File: config.mk
export PLATFORM = sky130hd
export DESIGN_NAME = lrfc_engine
export DESIGN_NICKNAME = d
export VERILOG_FILES = /design/src/hw/rtl/lrfc_pkg.sv /design/src/hw/rtl/lrfc_engine.sv
export SDC_FILE = /design/constraint.sdc
export NUM_CORES = 1
export LEC_CHECK = 0
export BUFFER_PORTS_ARGS = -buffer_cell sky130_fd_sc_hd__buf_4
export CORE_MARGIN = 4
export CORE_UTILIZATION = 45
export CTS_BUF_LIST = sky130_fd_sc_hd__clkbuf_16
export DETAILED_ROUTE_END_ITERATION = 12
export PLACE_DENSITY = 0.68
export SETUP_SLACK_MARGIN = 0.3
export SLEW_MARGIN = 20
export SYNTH_ARGS = -nofsm -noshare
export SYNTH_HDL_FRONTEND = slang
export SYNTH_SLANG_ARGS = --single-unit
File: constraint.sdc
create_clock -name clk -period 6.1 [get_ports clk]
set_input_delay 0.61 -clock clk [delete_from_list [all_inputs] [get_ports clk]]
set_output_delay 0.61 -clock clk [all_outputs]
set_load 0.01 [all_outputs]
File: src/hw/rtl/lrfc_pkg.sv
// Package for the link response frame checker.
// Holds the item and result types, the phase and code enums, the CRC16
// byte update function and the block constants. Depends on nothing.
package lrfc_pkg;

  // Frame layout and limits.
  localparam int MAX_FRAME_BYTES_DEF = 96;
  localparam int MAX_WRITE_BYTES     = 32;
  localparam int FRAME_MIN           = 8;
  localparam int DATA_START          = 6;

  // CRC16: reflected form of polynomial 0xA2EB, init all ones, no final xor.
  localparam logic [15:0] CRC_POLY_REFL = 16'hD745;
  localparam logic [15:0] CRC_INIT      = 16'hFFFF;

  // Configuration register reset values.
  localparam logic [7:0]  READ_TYPE_RST   = 8'd130;
  localparam logic [7:0]  WRITE_TYPE_RST  = 8'd129;
  localparam logic [15:0] HDR_TIMEOUT_RST = 16'd500;
  localparam logic [15:0] PL_TIMEOUT_RST  = 16'd500;

  localparam int CFG_IDX_W  = 2;
  localparam int CFG_DATA_W = 16;

  typedef enum logic [CFG_IDX_W-1:0] {
    CFG_READ_TYPE   = 2'd0,
    CFG_WRITE_TYPE  = 2'd1,
    CFG_HDR_TIMEOUT = 2'd2,
    CFG_PL_TIMEOUT  = 2'd3
  } cfg_idx_t;

  typedef enum logic [1:0] {
    MODE_START = 2'd0,
    MODE_BYTE  = 2'd1,
    MODE_TICK  = 2'd2
  } mode_t;

  typedef enum logic [1:0] {
    PH_IDLE    = 2'd0,
    PH_HEADER  = 2'd1,
    PH_PAYLOAD = 2'd2
  } phase_t;

  typedef enum logic [1:0] {
    VERDICT_OK      = 2'd0,
    VERDICT_TIMEOUT = 2'd1,
    VERDICT_INVALID = 2'd2
  } verdict_t;

  // Configuration registers as seen by the engine.
  typedef struct packed {
    logic [7:0]  read_type;
    logic [7:0]  write_type;
    logic [15:0] hdr_timeout;
    logic [15:0] pl_timeout;
  } cfg_t;

  // One input request.
  typedef struct packed {
    logic [1:0]  mode;
    logic        kind;
    logic [15:0] expected_address;
    logic [7:0]  expected_length;
    logic [7:0]  rx_byte;
  } in_item_t;

  // One result request.
  typedef struct packed {
    logic       data_valid;
    logic [7:0] data_byte;
    logic [6:0] data_index;
    logic       done_res;
    logic [1:0] verdict;
  } res_t;

  // Bitwise CRC16 update over one byte, LSB first.
  function automatic logic [15:0] crc_byte(input logic [15:0] crc, input logic [7:0] b);
    logic [15:0] c;
    int i;
    c = crc ^ {8'h00, b};
    for (i = 0; i < 8; i++) begin
      c = c[0] ? ((c >> 1) ^ CRC_POLY_REFL) : (c >> 1);
    end
    return c;
  endfunction

endpackage

File: src/hw/rtl/lrfc_engine.sv
// Frame checking engine: transaction state, CRC, field checks and deadlines.
// Turns one registered request into one result combinationally.
// Depends on lrfc_pkg.
module lrfc_engine #(
  parameter int MAX_FRAME_BYTES = lrfc_pkg::MAX_FRAME_BYTES_DEF
) (
  input  logic               clk,
  input  logic               rst_n,
  input  logic               fire,
  input  lrfc_pkg::in_item_t item,
  input  lrfc_pkg::cfg_t     cfg,
  output lrfc_pkg::res_t     res
);

  localparam int POS_W = $clog2(MAX_FRAME_BYTES + 1);

  lrfc_pkg::phase_t  phase_r, phase_nxt;
  logic [POS_W-1:0]  pos_r, pos_nxt;
  logic [POS_W-1:0]  total_r, total_nxt;
  logic [15:0]       crc_r, crc_nxt;
  logic [15:0]       ticks_r, ticks_nxt;
  logic              mism_r, mism_nxt;
  logic              kind_r, kind_nxt;
  logic [15:0]       addr_r, addr_nxt;
  logic [7:0]        len_r, len_nxt;

  lrfc_pkg::mode_t   mode;
  logic [15:0]       crc_upd;
  logic [7:0]        want_type;
  logic [8:0]        min_total;
  logic              hdr_bad;
  logic [POS_W:0]    pos_inc;
  logic              frame_end;
  logic              data_pass;
  logic              mism_pl;
  logic [15:0]       ticks_inc;
  logic [15:0]       limit;
  logic              tick_hit;
  logic              start_oversize;

  // Decode of the request against the current state.
  always_comb begin
    mode      = lrfc_pkg::mode_t'(item.mode);
    crc_upd   = lrfc_pkg::crc_byte(crc_r, item.rx_byte);
    want_type = kind_r ? cfg.write_type : cfg.read_type;
    min_total = {1'b0, len_r} + 9'(lrfc_pkg::FRAME_MIN);
    if (!kind_r) begin
      hdr_bad = mism_r || ({1'b0, item.rx_byte} < min_total) ||
                ({1'b0, item.rx_byte} > 9'(MAX_FRAME_BYTES));
    end else begin
      hdr_bad = mism_r || (item.rx_byte != 8'(lrfc_pkg::FRAME_MIN));
    end
    pos_inc   = {1'b0, pos_r} + (POS_W+1)'(1);
    frame_end = pos_inc >= {1'b0, total_r};
    data_pass = !kind_r && (pos_r >= POS_W'(lrfc_pkg::DATA_START)) &&
                (({1'b0, pos_r} + (POS_W+1)'(2)) < {1'b0, total_r});
    mism_pl   = mism_r ||
                ((pos_r == POS_W'(2)) && (item.rx_byte != 8'h00)) ||
                ((pos_r == POS_W'(3)) && (item.rx_byte != addr_r[7:0])) ||
                ((pos_r == POS_W'(4)) && (item.rx_byte != addr_r[15:8])) ||
                ((pos_r == POS_W'(5)) && (item.rx_byte != len_r));
    ticks_inc = (ticks_r != 16'hFFFF) ? ticks_r + 16'd1 : ticks_r;
    limit     = (phase_r == lrfc_pkg::PH_HEADER) ? cfg.hdr_timeout : cfg.pl_timeout;
    tick_hit  = ticks_inc >= limit;
    start_oversize = item.kind &&
                     (item.expected_length > 8'(lrfc_pkg::MAX_WRITE_BYTES));
  end

  // Next state.
  always_comb begin
    phase_nxt = phase_r;
    pos_nxt   = pos_r;
    total_nxt = total_r;
    crc_nxt   = crc_r;
    ticks_nxt = ticks_r;
    mism_nxt  = mism_r;
    kind_nxt  = kind_r;
    addr_nxt  = addr_r;
    len_nxt   = len_r;
    case (mode)
      lrfc_pkg::MODE_START: begin
        kind_nxt  = item.kind;
        addr_nxt  = item.expected_address;
        len_nxt   = item.expected_length;
        pos_nxt   = '0;
        total_nxt = '0;
        crc_nxt   = lrfc_pkg::CRC_INIT;
        ticks_nxt = '0;
        mism_nxt  = 1'b0;
        if (start_oversize || (cfg.hdr_timeout == 16'd0)) begin
          phase_nxt = lrfc_pkg::PH_IDLE;
        end else begin
          phase_nxt = lrfc_pkg::PH_HEADER;
        end
      end
      lrfc_pkg::MODE_BYTE: begin
        case (phase_r)
          lrfc_pkg::PH_HEADER: begin
            crc_nxt = crc_upd;
            if (pos_r == '0) begin
              mism_nxt = item.rx_byte != want_type;
              pos_nxt  = POS_W'(1);
            end else begin
              mism_nxt = 1'b0;
              if (hdr_bad) begin
                phase_nxt = lrfc_pkg::PH_IDLE;
              end else begin
                total_nxt = POS_W'(item.rx_byte);
                pos_nxt   = POS_W'(2);
                ticks_nxt = '0;
                phase_nxt = (cfg.pl_timeout == 16'd0) ? lrfc_pkg::PH_IDLE
                                                       : lrfc_pkg::PH_PAYLOAD;
              end
            end
          end
          lrfc_pkg::PH_PAYLOAD: begin
            crc_nxt  = crc_upd;
            mism_nxt = mism_pl;
            pos_nxt  = pos_inc[POS_W-1:0];
            if (frame_end) begin
              phase_nxt = lrfc_pkg::PH_IDLE;
            end
          end
          default: begin
          end
        endcase
      end
      lrfc_pkg::MODE_TICK: begin
        if (phase_r != lrfc_pkg::PH_IDLE) begin
          ticks_nxt = ticks_inc;
          if (tick_hit) begin
            phase_nxt = lrfc_pkg::PH_IDLE;
          end
        end
      end
      default: begin
      end
    endcase
  end

  // Result of the request.
  always_comb begin
    res = '0;
    case (mode)
      lrfc_pkg::MODE_START: begin
        if (start_oversize) begin
          res.done_res = 1'b1;
          res.verdict  = lrfc_pkg::VERDICT_INVALID;
        end else if (cfg.hdr_timeout == 16'd0) begin
          res.done_res = 1'b1;
          res.verdict  = lrfc_pkg::VERDICT_TIMEOUT;
        end
      end
      lrfc_pkg::MODE_BYTE: begin
        case (phase_r)
          lrfc_pkg::PH_HEADER: begin
            if (pos_r != '0) begin
              if (hdr_bad) begin
                res.done_res = 1'b1;
                res.verdict  = lrfc_pkg::VERDICT_INVALID;
              end else if (cfg.pl_timeout == 16'd0) begin
                res.done_res = 1'b1;
                res.verdict  = lrfc_pkg::VERDICT_TIMEOUT;
              end
            end
          end
          lrfc_pkg::PH_PAYLOAD: begin
            if (data_pass) begin
              res.data_valid = 1'b1;
              res.data_byte  = item.rx_byte;
              res.data_index = 7'(8'(pos_r) - 8'(lrfc_pkg::DATA_START));
            end
            if (frame_end) begin
              res.done_res = 1'b1;
              res.verdict  = ((crc_upd != 16'h0000) || mism_pl) ? lrfc_pkg::VERDICT_INVALID
                                                                : lrfc_pkg::VERDICT_OK;
            end
          end
          default: begin
          end
        endcase
      end
      lrfc_pkg::MODE_TICK: begin
        if ((phase_r != lrfc_pkg::PH_IDLE) && tick_hit) begin
          res.done_res = 1'b1;
          res.verdict  = lrfc_pkg::VERDICT_TIMEOUT;
        end
      end
      default: begin
      end
    endcase
  end

  // State registers advance once per processed request.
  always_ff @(posedge clk) begin
    if (!rst_n) begin
      phase_r <= lrfc_pkg::PH_IDLE;
      pos_r   <= '0;
      total_r <= '0;
      crc_r   <= lrfc_pkg::CRC_INIT;
      ticks_r <= '0;
      mism_r  <= 1'b0;
      kind_r  <= 1'b0;
      addr_r  <= '0;
      len_r   <= '0;
    end else if (fire) begin
      phase_r <= phase_nxt;
      pos_r   <= pos_nxt;
      total_r <= total_nxt;
      crc_r   <= crc_nxt;
      ticks_r <= ticks_nxt;
      mism_r  <= mism_nxt;
      kind_r  <= kind_nxt;
      addr_r  <= addr_nxt;
      len_r   <= len_nxt;
    end
  end

  // A finished transaction leaves the engine idle.
  a_done_to_idle: assert property (@(posedge clk) disable iff (!rst_n)
    fire && res.done_res |=> phase_r == lrfc_pkg::PH_IDLE)
    else $error("engine not idle after a verdict");

  // The last byte of a frame is never passed through as data.
  a_data_not_final: assert property (@(posedge clk) disable iff (!rst_n)
    fire |-> !(res.data_valid && res.done_res))
    else $error("data byte reported together with a verdict");

  // A verdict code only appears with done.
  a_verdict_done: assert property (@(posedge clk) disable iff (!rst_n)
    fire && !res.done_res |-> res.verdict == lrfc_pkg::VERDICT_OK)
    else $error("verdict set without done");

  // In the payload the position stays inside the announced total.
  a_pos_in_frame: assert property (@(posedge clk) disable iff (!rst_n)
    phase_r == lrfc_pkg::PH_PAYLOAD |-> (pos_r < total_r) && (pos_r >= POS_W'(2)))
    else $error("payload position outside the frame");

endmodule

==> flow_metrics.py <==
metrics = {
    "logic_synthesis": {
        "ys_ff_latch": 74,
        "yosysMostFrequentCell": "nand2_1",
        "yosysSeqAreaShare": 0.233,
        "syn_nets": 925,
        "synth_warnings": 0,
        "synth_flop_cell": "dfxtp_1",
        "synth_cell_type_count": 66,
        "netlist_area_mm2": 0.00636,
        "syn_inst": 786,
        "avgSynthCellArea_um2": 8.09,
        "synthArstFlopShare": 0,
        "synth_top_area_share": 0.233,
        "yosys-top-cells-area": "dfxtp_1, ha_1, xnor2_1",
        "synth_top_cells_by_count": "nand2_1, dfxtp_1, a21oi_1",
        "synth-edff-count": 0,
        "synth_area_leader_cell": "dfxtp_1",
    },
    "hold_path": {
        "worst_hold_path_type": "reg -> reg",
        "holdPathEnd": "len_r[2]",
        "min_delay_path_depth": 2,
        "worstHoldStart": "len_r[2]",
    },
    "drt": {
        "vias": 5951,
        "drt-wirelength-per-cell_um": 17.0,
        "wirelength_um": 17700,
        "drc": 0,
        "dr.pass1.iters": 5,
        "ant_nets": 0,
        "vias_per_cell": 5.73,
        "dr.first_iter.drc_count": 424,
    },
    "power": {
        "p_leak_uw": 0.00284,
        "power.density_mw_per_mm2": 178,
        "ir_worst_vdd_mv": 0.187,
    },
    "placed_design": {
        "dp_cells": 1021,
        "gp_congestion": 0.882,
        "hpwlAfterDp_um": 13300,
        "postPlaceCellArea_mm2": 0.00714,
        "io_buffers": 104,
    },
    "status": {
        "status": "finished clean",
    },
    "finish": {
        "final_cell_area_mm2": 0.00745,
        "area_delta_synth_final_pct": 17.1,
        "finalNonFillerCells": 1038,
        "drive_above_1_share": 0.176,
        "antennaDiodeCount": 0,
        "fin_util": 0.537,
        "final.fill_count": 1349,
        "nets": 992,
    },
    "clock_tree": {
        "cts_resized": 0,
        "cts_tree": "built",
        "cts-htree-levels": 3,
        "clk_pin_slew_worst_paths_ps": 60,
        "clock_path_buffers": 2,
        "cts_sinks": 74,
        "postCtsSetupRepairBufs": 0,
        "cts_buffers": 9,
        "clkLatencyLatePin_ps": 340,
        "root_buffer": "clkbuf_16",
        "cts-hold-fix-buffers": 0,
    },
    "critical_path": {
        "crit_path_max_incr_delay_ps": 380,
        "setup.worst_path.class": "reg -> out",
        "crit_top_cell": "ha_1",
        "crit_path_top_delay_cell": "a21oi_1",
        "endpoint_kind": "primary output",
        "cp-start-kind": "flip-flop",
        "path_cells": "ha_1 -> and2_1 -> and4_1 -> a21oi_1 -> nand3_1 -> xnor2_1 -> ha_1 -> and3_1 -> a221o_1 -> a221oi_1 -> o31ai_1 -> a22oi_1 -> o21ai_0 -> buf_4",
        "cp_max_fo": 7,
        "reg2reg_slack_ps": 2100,
        "r2r-end": "phase_r[1]",
        "worst_ep_required_time_ps": 5490,
        "crit_arrival_ps": 4090,
        "timing.rr.start": "ticks_r[0]",
        "r2r_cells": 13,
    },
    "die": {
        "rows": 43,
        "chipHeight_um": 127,
        "io_pins": 105,
        "die-area_mm2": 0.0161,
        "core_area_mm2": 0.0139,
        "initial_core_util": 0.458,
        "die_x_um": 127,
    },
    "flow_run": {
        "max_cap_violations": 0,
    },
    "global_route": {
        "overflow": 0,
        "grt_first_pass_wirelength_um": 29200,
        "grt_max_degree": 38,
        "grt_usage": 0.222,
        "antenna_found_initial": 0,
        "grt_pass1_vias": 5866,
    },
    "timing": {
        "period_minus_slack_ps": 4700,
        "setup_viol": 0,
        "rsz0062_at_grt": "no",
        "tns_ps": 0,
        "worst_pin_slew_ps": 1070,
        "finalClockSkew_ps": 5.80,
        "fin_crit_sh": 0.770,
        "slew_headroom": 0.289,
        "hold_violations": 0,
        "whs_ps": 454,
        "drv_slew": 0,
        "max_freq_mhz": 213,
    },
}
## routing by layer
| metal | vias up | wire length (um) | track usage |
|---|---|---|---|
| met2 | 157 | 8470 | 0.374 |
| li1 | 2963 | - | - |
| met4 | 0 | 318 | 0.0593 |
| met1 | 2802 | 7990 | 0.292 |
| met5 | - | 0 | 0 |
| met3 | 29 | 910 | 0.0417 |
## area by class of cell
cell class                 instances  area, um^2  area share
clock inverter                     7        71.3     0.00958
timing repair buffer             108         811       0.109
multi-input combinational        639        4550       0.612
sequential                        74        1480       0.199
tap                              180         225      0.0302
inverter                          21        78.8      0.0106
clock buffer                       9         225      0.0302
## flip-flops by register name (all words and copies together), names as in the netlist
name / flops
pos_r: 7
mism_r: 1
len_r: 8
crc_r: 16
total_r: 7
kind_r: 1
ticks_r: 16
phase_r: 2
addr_r: 16
## through the flow
step                      worst slack, ps  total power, uW
final                                1400             1330
after global routing                 1020             1380
after CTS                            1420             1340
after detailed placement             1860              802
after global placement               1930              800
after floorplan                      2190              711
## cells by family after synthesis
kind of cell             after synthesis  share of synthesized area
AND/OR/NAND/NOR                      275                      0.221
AO/OA/AOI/OAI                        183                      0.188
XOR/XNOR                             100                      0.157
flip-flops                            74                      0.233
buffers and inverters                 73                     0.0517
adder cells (fa/ha/maj)               53                      0.104
multiplexers                          28                     0.0447
## placed cells by master (no fill, tap or decap), types with 5 or more instances in the layout
cell type and count:
xnor2_1 56, nor4_1 17, o21a_1 11, xnor2_2 8, nand2b_1 20, dfxtp_1 74
a31oi_1 8, xor2_1 32, o22ai_1 13, nand2_1 104, a21oi_1 62, buf_4 107
ha_1 53, inv_1 22, nor3b_1 10, nor2_1 20, nor3_1 23, nand3_1 35
o21ai_0 36, nand4b_1 5, nor2b_1 5, a21o_1 7, nand4_1 8, and3_1 5
o211ai_1 5, mux2i_1 25, clkbuf_16 9, a32o_1 10
## report_power, final
part	internal, uW	total (uW)	switching [uW]
registers	492	500	8.25
clock network	316	534	218
logic	133	294	160
## how the worst max path moves through the flow
stage,cells after the start,slack (ps),end,startpoint
after floorplan,15,2190,res[2],ticks_r[0]
after global placement,14,1930,res[2],ticks_r[0]
after detailed placement,14,1860,res[2],ticks_r[0]
after CTS,14,1420,res[2],ticks_r[0]
after global routing,14,1020,res[2],ticks_r[0]
final,14,1400,res[2],ticks_r[0]
## worst max-delay path, delay by kind of cell, from the launching register on
kind,cells,cell delay (ps)
adder cells (fa/ha/maj),2,520
XOR/XNOR,1,170
AND/OR/NAND/NOR,4,940
AO/OA/AOI/OAI,6,1600
buffers and inverters,1,150
flip-flops,1,360
Note: power is estimated with default switching activity, not from simulation.
